**src/hw/rtl/qcs_pkg.sv**
```systemverilog
// ----------------------------------------------------------------------------
// qcs_pkg: shared types of the quadratic curve subdivider
// Token tag carried along the cell chain, cell phase and emit sequencer
// states.
// ----------------------------------------------------------------------------
`default_nettype none

package qcs_pkg;

    // control part of a token moving between cells
    typedef struct packed {
        logic pt;    // token carries a point
        logic last;  // final token of the curve
    } qcs_tag_t;

    // where a cell stands within its current triple
    typedef enum logic [1:0] {
        PH_START,
        PH_MIDDLE,
        PH_END
    } qcs_phase_t;

    // emit sequencer of one cell
    typedef enum logic [2:0] {
        EM_IDLE,
        EM_ANCHOR,
        EM_M1,
        EM_MID,
        EM_M2,
        EM_C,
        EM_END
    } qcs_emit_t;

endpackage

`default_nettype wire

```
**src/hw/rtl/quadratic_curve_subdivider.sv**
```systemverilog
// ----------------------------------------------------------------------------
// quadratic_curve_subdivider: quadratic curve midpoint subdivision
// Control points enter on the s_axis side, one per word, tlast on the final
// point of a curve. ROUNDS cells in a row each split point triples into five
// points; the tail packs the resulting curve points into m_axis words.
// Each m_axis word holds up to two points (tuser = count); the first word of
// a curve holds only the start point, and tlast marks the curve's last word.
// A curve of fewer than three points gives one empty word (count 0, tlast).
// A cell takes a new point only while idle or as it sends the end point of a
// triple, not while it emits the other points of the triple. One input point
// expands to about 2**ROUNDS points at the output.
// Every cell and the packer end in a register, so a stalled m_axis side
// holds the chain back point by point and nothing is lost.
// Reset clears all cells and the packer; the next point starts a new curve.
// ----------------------------------------------------------------------------
`default_nettype none

module quadratic_curve_subdivider #(
    parameter int ROUNDS     = 5,
    parameter int COORD_BITS = 16
) (
    input  wire logic        clk,
    input  wire logic        rst_n,
    // control point input
    input  wire logic        s_axis_tvalid,
    output logic             s_axis_tready,
    input  wire logic [31:0] s_axis_tdata,   // x_coord[15:0], y_coord[31:16]
    input  wire logic        s_axis_tlast,   // end_of_curve
    // curve point output
    output logic             m_axis_tvalid,
    input  wire logic        m_axis_tready,
    output logic [63:0]      m_axis_tdata,   // first_x, first_y, second_x, second_y
    output logic [1:0]       m_axis_tuser,   // point_count
    output logic             m_axis_tlast    // curve_done
);
    import qcs_pkg::*;

    logic                  lk_valid [ROUNDS+1];
    logic                  lk_ready [ROUNDS+1];
    logic [COORD_BITS-1:0] lk_x     [ROUNDS+1];
    logic [COORD_BITS-1:0] lk_y     [ROUNDS+1];
    qcs_tag_t              lk_tag   [ROUNDS+1];

    logic [15:0] first_x, first_y, second_x, second_y;

    // input word into the first link
    assign lk_valid[0]   = s_axis_tvalid;
    assign s_axis_tready = lk_ready[0];
    assign lk_x[0]       = COORD_BITS'(s_axis_tdata[15:0]);
    assign lk_y[0]       = COORD_BITS'(s_axis_tdata[31:16]);
    assign lk_tag[0]     = '{pt: 1'b1, last: s_axis_tlast};

    // row of subdivision cells
    for (genvar k = 0; k < ROUNDS; k++)
    begin : g_cell
        qcs_cell #(
            .CW (COORD_BITS)
        ) u_cell (
            .clk       (clk),
            .rst_n     (rst_n),
            .in_valid  (lk_valid[k]),
            .in_ready  (lk_ready[k]),
            .in_x      (lk_x[k]),
            .in_y      (lk_y[k]),
            .in_tag    (lk_tag[k]),
            .out_valid (lk_valid[k+1]),
            .out_ready (lk_ready[k+1]),
            .out_x     (lk_x[k+1]),
            .out_y     (lk_y[k+1]),
            .out_tag   (lk_tag[k+1])
        );
    end

    // pairing of points into output words
    qcs_pack #(
        .CW (COORD_BITS)
    ) u_pack (
        .clk         (clk),
        .rst_n       (rst_n),
        .in_valid    (lk_valid[ROUNDS]),
        .in_ready    (lk_ready[ROUNDS]),
        .in_x        (lk_x[ROUNDS]),
        .in_y        (lk_y[ROUNDS]),
        .in_tag      (lk_tag[ROUNDS]),
        .out_valid   (m_axis_tvalid),
        .out_ready   (m_axis_tready),
        .first_x     (first_x),
        .first_y     (first_y),
        .second_x    (second_x),
        .second_y    (second_y),
        .point_count (m_axis_tuser),
        .curve_done  (m_axis_tlast)
    );

    assign m_axis_tdata = {second_y, second_x, first_y, first_x};

endmodule

`default_nettype wire

```
**src/hw/rtl/qcs_cell.sv**
```systemverilog
// ----------------------------------------------------------------------------
// qcs_cell: one subdivision round
// Collects point triples (a,b,c) sharing end points and emits
// a (first triple of a curve only), mid(a,b), mid of mids, mid(b,c), c
// one point per cycle to the next cell, unless the next cell stalls.
`default_nettype none

module qcs_cell #(
    parameter int CW = 16
) (
    input  wire logic             clk,
    input  wire logic             rst_n,
    // upstream side
    input  wire logic             in_valid,
    output logic                  in_ready,
    input  wire logic [CW-1:0]    in_x,
    input  wire logic [CW-1:0]    in_y,
    input  wire qcs_pkg::qcs_tag_t in_tag,
    // downstream side
    output logic                  out_valid,
    input  wire logic             out_ready,
    output logic [CW-1:0]         out_x,
    output logic [CW-1:0]         out_y,
    output qcs_pkg::qcs_tag_t     out_tag
);
    import qcs_pkg::*;

    function automatic logic [CW-1:0] half_sum(input logic [CW-1:0] p, input logic [CW-1:0] q);
        logic [CW:0] s;
        s = {1'b0, p} + {1'b0, q};
        return s[CW:1];
    endfunction

    qcs_emit_t  state_reg, state_next;
    qcs_phase_t phase_reg, phase_next;
    logic       fresh_reg, fresh_next;

    logic [CW-1:0] anchor_x_reg, anchor_x_next, anchor_y_reg, anchor_y_next;
    logic [CW-1:0] middle_x_reg, middle_x_next, middle_y_reg, middle_y_next;

    // points of the triple being emitted
    logic [CW-1:0] ea_x_reg, ea_x_next, ea_y_reg, ea_y_next;
    logic [CW-1:0] m1_x_reg, m1_x_next, m1_y_reg, m1_y_next;
    logic [CW-1:0] m2_x_reg, m2_x_next, m2_y_reg, m2_y_next;
    logic [CW-1:0] c_x_reg, c_x_next, c_y_reg, c_y_next;
    logic          c_last_reg, c_last_next;

    // output register
    logic          out_valid_reg, out_valid_next;
    logic [CW-1:0] out_x_reg, out_x_next, out_y_reg, out_y_next;
    qcs_tag_t      out_tag_reg, out_tag_next;

    logic          adv;
    logic          acc;
    logic [CW-1:0] emit_x, emit_y;
    qcs_tag_t      emit_tag;

    // control registers
    always_ff @(posedge clk or negedge rst_n)
    begin
        if (!rst_n)
        begin
            state_reg     <= EM_IDLE;
            phase_reg     <= PH_START;
            fresh_reg     <= 1'b1;
            out_valid_reg <= 1'b0;
        end
        else
        begin
            state_reg     <= state_next;
            phase_reg     <= phase_next;
            fresh_reg     <= fresh_next;
            out_valid_reg <= out_valid_next;
        end
    end

    // payload registers
    always_ff @(posedge clk)
    begin
        anchor_x_reg <= anchor_x_next;
        anchor_y_reg <= anchor_y_next;
        middle_x_reg <= middle_x_next;
        middle_y_reg <= middle_y_next;
        ea_x_reg     <= ea_x_next;
        ea_y_reg     <= ea_y_next;
        m1_x_reg     <= m1_x_next;
        m1_y_reg     <= m1_y_next;
        m2_x_reg     <= m2_x_next;
        m2_y_reg     <= m2_y_next;
        c_x_reg      <= c_x_next;
        c_y_reg      <= c_y_next;
        c_last_reg   <= c_last_next;
        out_x_reg    <= out_x_next;
        out_y_reg    <= out_y_next;
        out_tag_reg  <= out_tag_next;
    end

    // point presented by the sequencer
    always_comb
    begin
        emit_x   = c_x_reg;
        emit_y   = c_y_reg;
        emit_tag = '{pt: 1'b1, last: 1'b0};
        unique case (state_reg)
            EM_ANCHOR:
            begin
                emit_x = ea_x_reg;
                emit_y = ea_y_reg;
            end
            EM_M1:
            begin
                emit_x = m1_x_reg;
                emit_y = m1_y_reg;
            end
            EM_MID:
            begin
                emit_x = half_sum(m1_x_reg, m2_x_reg);
                emit_y = half_sum(m1_y_reg, m2_y_reg);
            end
            EM_M2:
            begin
                emit_x = m2_x_reg;
                emit_y = m2_y_reg;
            end
            EM_C:
            begin
                emit_tag = '{pt: 1'b1, last: c_last_reg};
            end
            EM_END:
            begin
                emit_x   = '0;
                emit_y   = '0;
                emit_tag = '{pt: 1'b0, last: 1'b1};
            end
            default:
            begin
                emit_tag = '{pt: 1'b1, last: 1'b0};
            end
        endcase
    end

    // sequencer, triple collection and output register
    always_comb
    begin
        adv      = (state_reg != EM_IDLE) && (!out_valid_reg || out_ready);
        in_ready = (state_reg == EM_IDLE) || ((state_reg == EM_C) && adv);
        acc      = in_valid && in_ready;

        state_next    = state_reg;
        phase_next    = phase_reg;
        fresh_next    = fresh_reg;
        anchor_x_next = anchor_x_reg;
        anchor_y_next = anchor_y_reg;
        middle_x_next = middle_x_reg;
        middle_y_next = middle_y_reg;
        ea_x_next     = ea_x_reg;
        ea_y_next     = ea_y_reg;
        m1_x_next     = m1_x_reg;
        m1_y_next     = m1_y_reg;
        m2_x_next     = m2_x_reg;
        m2_y_next     = m2_y_reg;
        c_x_next      = c_x_reg;
        c_y_next      = c_y_reg;
        c_last_next   = c_last_reg;

        // step through the emit sequence
        if (adv)
        begin
            unique case (state_reg)
                EM_ANCHOR: state_next = EM_M1;
                EM_M1:     state_next = EM_MID;
                EM_MID:    state_next = EM_M2;
                EM_M2:     state_next = EM_C;
                EM_C:      state_next = EM_IDLE;
                EM_END:    state_next = EM_IDLE;
                default:   state_next = EM_IDLE;
            endcase
        end

        // take a new token
        if (acc)
        begin
            if (!in_tag.pt)
            begin
                state_next = EM_END;
            end
            else
            begin
                case (phase_reg)
                    PH_START:
                    begin
                        anchor_x_next = in_x;
                        anchor_y_next = in_y;
                        phase_next    = PH_MIDDLE;
                        if (in_tag.last)
                            state_next = EM_END;
                    end
                    PH_MIDDLE:
                    begin
                        middle_x_next = in_x;
                        middle_y_next = in_y;
                        phase_next    = PH_END;
                        if (in_tag.last)
                            state_next = EM_END;
                    end
                    default:
                    begin
                        ea_x_next     = anchor_x_reg;
                        ea_y_next     = anchor_y_reg;
                        m1_x_next     = half_sum(anchor_x_reg, middle_x_reg);
                        m1_y_next     = half_sum(anchor_y_reg, middle_y_reg);
                        m2_x_next     = half_sum(middle_x_reg, in_x);
                        m2_y_next     = half_sum(middle_y_reg, in_y);
                        c_x_next      = in_x;
                        c_y_next      = in_y;
                        c_last_next   = in_tag.last;
                        anchor_x_next = in_x;
                        anchor_y_next = in_y;
                        phase_next    = PH_MIDDLE;
                        fresh_next    = 1'b0;
                        state_next    = fresh_reg ? EM_ANCHOR : EM_M1;
                    end
                endcase
            end
            // end of curve returns the cell to its start
            if (in_tag.last)
            begin
                phase_next = PH_START;
                fresh_next = 1'b1;
            end
        end

        // output register
        out_x_next   = out_x_reg;
        out_y_next   = out_y_reg;
        out_tag_next = out_tag_reg;
        if (adv)
        begin
            out_valid_next = 1'b1;
            out_x_next     = emit_x;
            out_y_next     = emit_y;
            out_tag_next   = emit_tag;
        end
        else if (out_ready)
            out_valid_next = 1'b0;
        else
            out_valid_next = out_valid_reg;
    end

    assign out_valid = out_valid_reg;
    assign out_x     = out_x_reg;
    assign out_y     = out_y_reg;
    assign out_tag   = out_tag_reg;

endmodule

`default_nettype wire

```
**src/hw/rtl/qcs_pack.sv**
```systemverilog
// ----------------------------------------------------------------------------
// qcs_pack: output pairing of curve points
// Sends the start point of a curve alone, pairs later points two per word
// and closes each curve with a done flag or an empty end marker.
// ----------------------------------------------------------------------------
`default_nettype none

module qcs_pack #(
    parameter int CW = 16
) (
    input  wire logic             clk,
    input  wire logic             rst_n,
    // point stream from the last cell
    input  wire logic             in_valid,
    output logic                  in_ready,
    input  wire logic [CW-1:0]    in_x,
    input  wire logic [CW-1:0]    in_y,
    input  wire qcs_pkg::qcs_tag_t in_tag,
    // result words
    output logic                  out_valid,
    input  wire logic             out_ready,
    output logic [15:0]           first_x,
    output logic [15:0]           first_y,
    output logic [15:0]           second_x,
    output logic [15:0]           second_y,
    output logic [1:0]            point_count,
    output logic                  curve_done
);
    import qcs_pkg::*;

    localparam logic [1:0] CNT_NONE = 2'd0;
    localparam logic [1:0] CNT_ONE  = 2'd1;
    localparam logic [1:0] CNT_TWO  = 2'd2;

    logic          start_sent_reg, start_sent_next;
    logic          held_valid_reg, held_valid_next;
    logic [CW-1:0] held_x_reg, held_x_next, held_y_reg, held_y_next;

    logic          out_valid_reg, out_valid_next;
    logic [15:0]   fx_reg, fx_next, fy_reg, fy_next;
    logic [15:0]   sx_reg, sx_next, sy_reg, sy_next;
    logic [1:0]    cnt_reg, cnt_next;
    logic          done_reg, done_next;

    logic          acc;
    logic          emit;

    // control registers
    always_ff @(posedge clk or negedge rst_n)
    begin
        if (!rst_n)
        begin
            start_sent_reg <= 1'b0;
            held_valid_reg <= 1'b0;
            out_valid_reg  <= 1'b0;
        end
        else
        begin
            start_sent_reg <= start_sent_next;
            held_valid_reg <= held_valid_next;
            out_valid_reg  <= out_valid_next;
        end
    end

    // payload registers
    always_ff @(posedge clk)
    begin
        held_x_reg <= held_x_next;
        held_y_reg <= held_y_next;
        fx_reg     <= fx_next;
        fy_reg     <= fy_next;
        sx_reg     <= sx_next;
        sy_reg     <= sy_next;
        cnt_reg    <= cnt_next;
        done_reg   <= done_next;
    end

    // pairing of points into words
    always_comb
    begin
        in_ready = !out_valid_reg || out_ready;
        acc      = in_valid && in_ready;

        start_sent_next = start_sent_reg;
        held_valid_next = held_valid_reg;
        held_x_next     = held_x_reg;
        held_y_next     = held_y_reg;
        emit            = 1'b0;
        fx_next         = fx_reg;
        fy_next         = fy_reg;
        sx_next         = sx_reg;
        sy_next         = sy_reg;
        cnt_next        = cnt_reg;
        done_next       = done_reg;

        if (acc)
        begin
            done_next = in_tag.last;
            if (in_tag.pt && !start_sent_reg)
            begin
                // start point of the curve goes alone
                emit            = 1'b1;
                fx_next         = 16'(in_x);
                fy_next         = 16'(in_y);
                sx_next         = '0;
                sy_next         = '0;
                cnt_next        = CNT_ONE;
                start_sent_next = 1'b1;
            end
            else if (in_tag.pt && held_valid_reg)
            begin
                // complete a pair
                emit            = 1'b1;
                fx_next         = 16'(held_x_reg);
                fy_next         = 16'(held_y_reg);
                sx_next         = 16'(in_x);
                sy_next         = 16'(in_y);
                cnt_next        = CNT_TWO;
                held_valid_next = 1'b0;
            end
            else if (in_tag.pt)
            begin
                // wait for a partner, or flush alone at end of curve
                held_x_next     = in_x;
                held_y_next     = in_y;
                held_valid_next = 1'b1;
                if (in_tag.last)
                begin
                    emit     = 1'b1;
                    fx_next  = 16'(in_x);
                    fy_next  = 16'(in_y);
                    sx_next  = '0;
                    sy_next  = '0;
                    cnt_next = CNT_ONE;
                end
            end
            else if (held_valid_reg)
            begin
                // end with an unpaired point left over
                emit     = 1'b1;
                fx_next  = 16'(held_x_reg);
                fy_next  = 16'(held_y_reg);
                sx_next  = '0;
                sy_next  = '0;
                cnt_next = CNT_ONE;
            end
            else
            begin
                // end with nothing to send: empty marker
                emit     = 1'b1;
                fx_next  = '0;
                fy_next  = '0;
                sx_next  = '0;
                sy_next  = '0;
                cnt_next = CNT_NONE;
            end

            if (in_tag.last)
            begin
                start_sent_next = 1'b0;
                held_valid_next = 1'b0;
                held_x_next     = '0;
                held_y_next     = '0;
            end
        end

        if (emit)
            out_valid_next = 1'b1;
        else if (out_ready)
            out_valid_next = 1'b0;
        else
            out_valid_next = out_valid_reg;
    end

    assign out_valid   = out_valid_reg;
    assign first_x     = fx_reg;
    assign first_y     = fy_reg;
    assign second_x    = sx_reg;
    assign second_y    = sy_reg;
    assign point_count = cnt_reg;
    assign curve_done  = done_reg;

endmodule

`default_nettype wire

```
**config.mk**
```make
export PLATFORM = sky130hd
export DESIGN_NAME = quadratic_curve_subdivider
export DESIGN_NICKNAME = d
export VERILOG_FILES = /design/src/hw/rtl/qcs_pkg.sv /design/src/hw/rtl/quadratic_curve_subdivider.sv /design/src/hw/rtl/qcs_cell.sv /design/src/hw/rtl/qcs_pack.sv
export SDC_FILE = /design/constraint.sdc
export NUM_CORES = 2
export LEC_CHECK = 0
export BUFFER_PORTS_ARGS = -buffer_cell sky130_fd_sc_hd__buf_2
export CAP_MARGIN = 20
export CORE_ASPECT_RATIO = 1.4
export CORE_MARGIN = 3
export CORE_UTILIZATION = 45
export DETAILED_ROUTE_END_ITERATION = 8
export SYNTH_ARGS = -nofsm -noshare
export SYNTH_HDL_FRONTEND = slang
export SYNTH_SLANG_ARGS = --single-unit
```
**constraint.sdc**
```tcl
create_clock -name clk -period 7.75 [get_ports clk]
set_clock_uncertainty 0.1 [all_clocks]
set_input_delay 1.55 -clock clk [delete_from_list [all_inputs] [get_ports clk]]
set_output_delay 1.55 -clock clk [all_outputs]
set_load 0.01 [all_outputs]
```
# Yosys cells after proc, flatten, opt, wreduce, memory -nomap -nowiden
# Index checks and enable logic that the tools add are counted.
# word_totals
ram_bits,0
out_inout_bits,69
ff_bits,1272
latchBits,0
in_bits,37
mem_count,0
romBits,0
wordCells,420
# classes
shift,0
n_reduce_logical,97
mux,124
n_bitwise,10
mul,0
eq_ne,43
div,0
n_lt_le_gt_ge,0
addsub,30
# op_table
operator,count
$pmux 16 s5,10
$add 16x16->17,30
$mux 16,20
$mux 3,24
$pmux 3 s4,5
$reduce_and 3->1,17
$eq 3x3->1 const B,15
$mux 2,22
$mux 1,38
$eq 3x2->1 const B,10
$reduce_bool 2->1,12
$pmux 2 s2,5
$reduce_and 2->1,10
$logic_and 1x1->1,18
$reduce_bool 3->1,6
$eq 3x1->1 const B,5
$logic_not 3->1,5
$logic_or 1x1->1,11
$eq 2x1->1 const B,5
$logic_not 2->1,5
$ne 2x1->1 const B,5
$not 1->1,10
$reduce_or 2->1,5
$logic_not 1->1,7
other kinds (3),4

# Depth between registers and ports, before layout
# logic_depth
word_depth,24
mapped_depth,10
depth_no_buf,10

# Modules after synthesis
# From an unflattened synthesis, not the netlist that was laid out.
# unflattened
cells_unflattened,5782
area_unflattened_um2,68130.3
# modules_own_cells
mod,seq_area_each_um2,area_per_inst_um2,cells_per_inst,n_inst
qcs_cell at g_cell[0].u_cell ...,6993.0,12570.8,1063,2
qcs_cell at g_cell[3].u_cell,6993.0,13324.0,1209,1
qcs_cell at g_cell[2].u_cell,6993.0,12874.8,1110,1
qcs_cell at g_cell[4].u_cell,6993.0,12766.0,1096,1
qcs_pack,3047.9,4020.1,240,1
quadratic_curve_subdivider,0.0,3.8,1,1

# Worst setup path after synthesis
# Ideal clock, no wire load.
# synth_timing
kind,input port to flip-flop
start,in m_axis_tready
end,"reg g_cell[2].u_cell.c_last_reg, enable pin"
setup_time_ps,620
arrival_time_ps,8009
path_stages,7
path_buffers,0
setup_slack_ps,-979
cell_sequence,nand4b_1 nand4b_2 nand3_4 a21oi_1 nor3b_2 nand2_1 nor2_1
# synth_via
elab_chain_cells,15
# synth_lines
element,line,rtl
start: declaration,quadratic_curve_subdivider.sv:31,"input wire logic m_axis_tready,"
$logic_or 1x1->1,qcs_pack.sv:81,in_ready = !out_valid_reg || out_ready;
$logic_or 1x1->1,qcs_cell.sv:145,adv = (state_reg != EM_IDLE) && (!out_valid_reg || out_ready);
$logic_and 1x1->1,qcs_cell.sv:145,
$logic_and 1x1->1,qcs_cell.sv:146,in_ready = (state_reg == EM_IDLE) || ((state_reg == EM_C) && adv);
$logic_or 1x1->1,qcs_cell.sv:146,
$logic_or 1x1->1,qcs_cell.sv:145,
$logic_and 1x1->1,qcs_cell.sv:145,
$logic_and 1x1->1,qcs_cell.sv:146,
$logic_or 1x1->1,qcs_cell.sv:146,
$logic_or 1x1->1,qcs_cell.sv:145,
$logic_and 1x1->1,qcs_cell.sv:145,
$logic_and 1x1->1,qcs_cell.sv:146,
$logic_or 1x1->1,qcs_cell.sv:146,
$logic_and 1x1->1,qcs_cell.sv:147,acc = in_valid && in_ready;
$reduce_and 3->1 (no line),-,
end signal: assignment,qcs_cell.sv:92,c_last_reg <= c_last_next;
end: declaration,qcs_cell.sv:46,"logic c_last_reg, c_last_next;"
# Every way passes these cells.
# A chain may end at the register's enable or synchronous reset.

# Worst setup path in the final report
# layout_timing
start,reg g_cell[4].u_cell.state_reg[0]
end,out s_axis_tready
# layout_via
elab_chain_cells,20
# layout_lines
element,line,rtl
start: declaration,qcs_cell.sv:34,"qcs_emit_t state_reg, state_next;"
start signal: assignment,qcs_cell.sv:70,state_reg <= state_next;
$reduce_bool 3->1,qcs_cell.sv:145,
$logic_and 1x1->1,qcs_cell.sv:145,
$logic_and 1x1->1,qcs_cell.sv:146,
$logic_or 1x1->1 (*),qcs_cell.sv:146,
$logic_or 1x1->1 (*),qcs_cell.sv:145,
$logic_and 1x1->1 (*),qcs_cell.sv:145,
$logic_and 1x1->1 (*),qcs_cell.sv:146,
$logic_or 1x1->1 (*),qcs_cell.sv:146,
[... 4 more ...],-,
$logic_or 1x1->1 (*),qcs_cell.sv:145,
$logic_and 1x1->1 (*),qcs_cell.sv:145,
$logic_and 1x1->1 (*),qcs_cell.sv:146,
$logic_or 1x1->1 (*),qcs_cell.sv:146,
$logic_or 1x1->1 (*),qcs_cell.sv:145,
$logic_and 1x1->1 (*),qcs_cell.sv:145,
$logic_and 1x1->1 (*),qcs_cell.sv:146,
$logic_or 1x1->1 (*),qcs_cell.sv:146,
end: declaration,quadratic_curve_subdivider.sv:26,"output logic s_axis_tready,"
# Every way passes the cells marked *; elsewhere a longest branch is shown, timed or not.

==> key figures <==
Run status
  – Status: complete, no violations

Critical path
  – Critical Path Sink: s_axis_tready
  – Worst EP arrival: 3.91 ns
  – CP Buf/Inv Count: 2
  – R2R Setup Slk: 3.30 ns
  – RR Startpoint: g_cell[4].u_cell.state_reg[2]
  – Worst-path fanout max: 55
  – CP required: 6.10 ns
  – CP top delay family: simple AND/OR/NAND/NOR gates
  – Crit path from: g_cell[4].u_cell.state_reg[0]
  – Crit-path slowest cell: nand2b_1
  – R2R Path End: g_cell[2].u_cell.m1_y_reg[11]
  – Worst R2R Path Depth: 8
  – Critical path cell sequence: buf_4 -> nand2b_1 -> nand4b_2 -> nand3_4 -> o21ai_4 -> o21a_4 -> nor3_4 -> nor2_1 -> nor2_1 -> buf_2
  – Crit path depth: 10
  – Critical Path Sink Type: output pin
  – Most used cell, CP: nor2_1
  – Max incr delay on CP: 0.59 ns
  – Worst Setup Start Kind: flop
  – Crit Path Class: reg2out

Detailed routing
  – Routed WL: 145600 um
  – DRC viols: 0
  – Final ANT Viol Nets: 0
  – Initial DRC Count: 2355
  – Routed WL per cell: 18.77 um
  – DRT Pass-1 Iters: 6
  – Vias: 43.78k
  – Vias/cell: 5.644

Floorplanning
  – Die ar.: 153400 um2
  – Height of the die: 462.3 um
  – Overall die width: 331.9 um
  – Core box area: 147100 um2
  – Initial Utilization: 45.51%
  – Row count: 166
  – I/O pin count: 106

Synth
  – Mapped Area: 66920 um2
  – Synth async-reset ratio: 2.987%
  – Yosys reg bits: 1272
  – Synth Instances: 5590
  – Ys Warns: 0
  – Post-synth EDFFs: 1234
  – Mean Syn Cell Area: 11.97 um2
  – Register area share after synthesis: 56.80%
  – Primary FF master, synth: edfxtp_1
  – Mux contribution to synthesized area: 0.5011%
  – Synth Net Count: 6108
  – Leading area contributor after synthesis: edfxtp_1
  – Post-synth top area share: 55.37%
  – Post-Synth XOR/XNOR Area: 4.620%
  – Post-Synth Adder-Cell Area: 9.345%
  – Simple-Gate Fraction of Synth Area: 9.672%
  – Most frequent cell after synthesis: edfxtp_1
  – Most frequent cells after synthesis: edfxtp_1, a21oi_1, ha_1, o21ai_0, nand2_1
  – Top post-synthesis cells by area: edfxtp_1, ha_1, a21oi_1, o21ai_0, xnor2_1
  – Cell variety after synth: 88
  – Compound-Gate Fraction of Synth Area: 17.04%
  – Largest family of logic cells by synthesized area: compound AO/OA/AOI/OAI gates

Final layout
  – Share of cells above drive strength 1: 8.429%
  – Fillers: 12.89k
  – Layout Nets: 6235
  – Area grow syn2layout: 11.06%

Place
  – Gpl congestion: 0.8811
  – I/O Buffers: 105
  – Post-detail-place hpwl: 111700 um

Clock tree
  – TritonCTS Sinks: 1272
  – Clk_lat worst skew: 0.77 ns
  – Clock-pin slew on the worst setup and hold paths: 0.06 ns
  – Clk root buf: clkbuf_16
  – CTS tree: yes
  – CTS HTree Levels: 4
  – TritonCTS Buffers: 135
  – CTS Hold Buffers Added: 0
  – CTS max path bufs: 3
  – PostCTS Resize Cnt: 0
  – Post CTS Setup Buffer Count: 0

Pwr
  – Part of the power in registers: 38.6%
  – Overall Power: 32.08 mW
  – Clock Power Share: 20.3%
  – Sw frac: 37.35%
  – Logic pwr share: 41.1%
  – LEAKAGE: 27.19 nW
  – Cell Pwr Density: 431.7 nW/um2
  – Cell-internal power: 20.10 mW
  – Switching pwr: 11.98 mW
  – Worst VDD drop: 282.9 uV

Job
  – Max-cap violations: 0

Timing
  – Actual slew at the worst max-slew pin: 1.137 ns
  – RSZ-0062 raised after global routing: no
  – Max Fclk: 179.8 MHz
  – Crit share post-route: 71.75%
  – Worst rel slew slack: 24.22%
  – Final hold vios: 0
  – # setup viols final: 0
  – Max Transition Viols Final: 0
  – Setup TNS: 0 ns
  – Final Critical Period: 5.561 ns

Global route
  – Vias in the first global route: 44.52k
  – Initial antenna violation count: 0
  – GR Overflow Total: 0
  – GRT Util Overall: 18.87%
  – First-pass GRT wire length: 232700 um
  – Largest net degree at the start of global routing: 75

Worst hold path
  – Worst hold path class: reg2reg
## layout make-up
type / instances / area, um2 / share of cell area (%)
tap: 1932 / 2417 / 3.253
multi-input combinational: 3965 / 27670 / 37.24
timing repair buffer: 169 / 1065 / 1.433
clock inverter: 65 / 773.2 / 1.040
inverter: 174 / 655.6 / 0.8822
antenna: 1 / 2.502 / 0.003367
sequential: 1272 / 38020 / 51.16
clock buffer: 180 / 3714 / 4.997
## layer usage
metal,GRT usage (%),part of all wire [%],vias up
met4,11.95,6.6,0
met5,0,0,-
met3,2.400,2.7,369
li1,-,-,21750
met2,36.89,54,791
met1,18.74,36,20880
## worst min-delay path by stage
stage                                 startpoint                            end  slack, ns  cells after the start
6_report        g_cell[1].u_cell.anchor_y_reg[3]   g_cell[1].u_cell.ea_y_reg[3]       0.35                      0
3_3_place_gp    g_cell[0].u_cell.anchor_x_reg[2]   g_cell[0].u_cell.ea_x_reg[2]       0.34                      0
4_1_cts         g_cell[1].u_cell.anchor_y_reg[3]   g_cell[1].u_cell.ea_y_reg[3]       0.34                      0
3_5_place_dp   g_cell[0].u_cell.anchor_y_reg[13]  g_cell[0].u_cell.ea_y_reg[13]       0.34                      0
2_1_floorplan  g_cell[0].u_cell.anchor_x_reg[10]  g_cell[0].u_cell.ea_x_reg[10]       0.33                      0
5_1_grt        g_cell[0].u_cell.anchor_x_reg[14]  g_cell[0].u_cell.ea_x_reg[14]       0.37                      0
## cells in the final DEF, fill, tap and decap left out, types with 65 or more instances in the layout
cell type,synthesis,layout
edfxtp_1,1234,1234
a21oi_1,518,516
ha_1,451,451
o21ai_0,415,415
nand2_1,404,404
xnor2_1,228,228
nor2_1,243,224
inv_1,169,167
nor3_1,156,156
nand3_1,148,148
clkbuf_16,0,140
xor2_1,125,125
a22oi_1,111,111
buf_2,3,105
nor2b_1,102,100
o211a_1,79,79
a21o_1,75,75
o21a_1,72,72
and3_1,72,72
or3_1,65,65
## cell families after synthesis
group / after synthesis
xor gates and xnor gates: 353
AOI/OAI and AO/OA: 1755
adders and majority gates: 482
and+or+nand+nor: 1342
buffers and inverters: 353
muxes: 33
DFF: 1272
## per-stage QoR
stage          util (%)  setup WS [ns]  cell area [um2]  instances  hold slack (ns)
6_report          50.54          2.189            74320       7758           0.3465
5_1_grt           50.54          1.994            74320       7757           0.3664
4_1_cts           50.49          2.166            74250       7753           0.3416
3_5_place_dp      47.44          2.630            69760       7508           0.3421
3_3_place_gp      47.43          2.639            69750       7507           0.3381
2_1_floorplan         -          1.197            66930       5590           0.3307
## power groups by stage
stage | clock (mW) | sequential [mW] | combinational, mW
after global placement | 0 | 12.5 | 12.9
final | 6.50 | 12.4 | 13.2
after CTS | 6.68 | 12.4 | 13.2
after floorplan | 0 | 12.1 | 9.80
after detailed placement | 0 | 12.6 | 13.2
after global routing | 6.96 | 12.6 | 14.7
No activity file was read; power rests on OpenSTA's default activity.
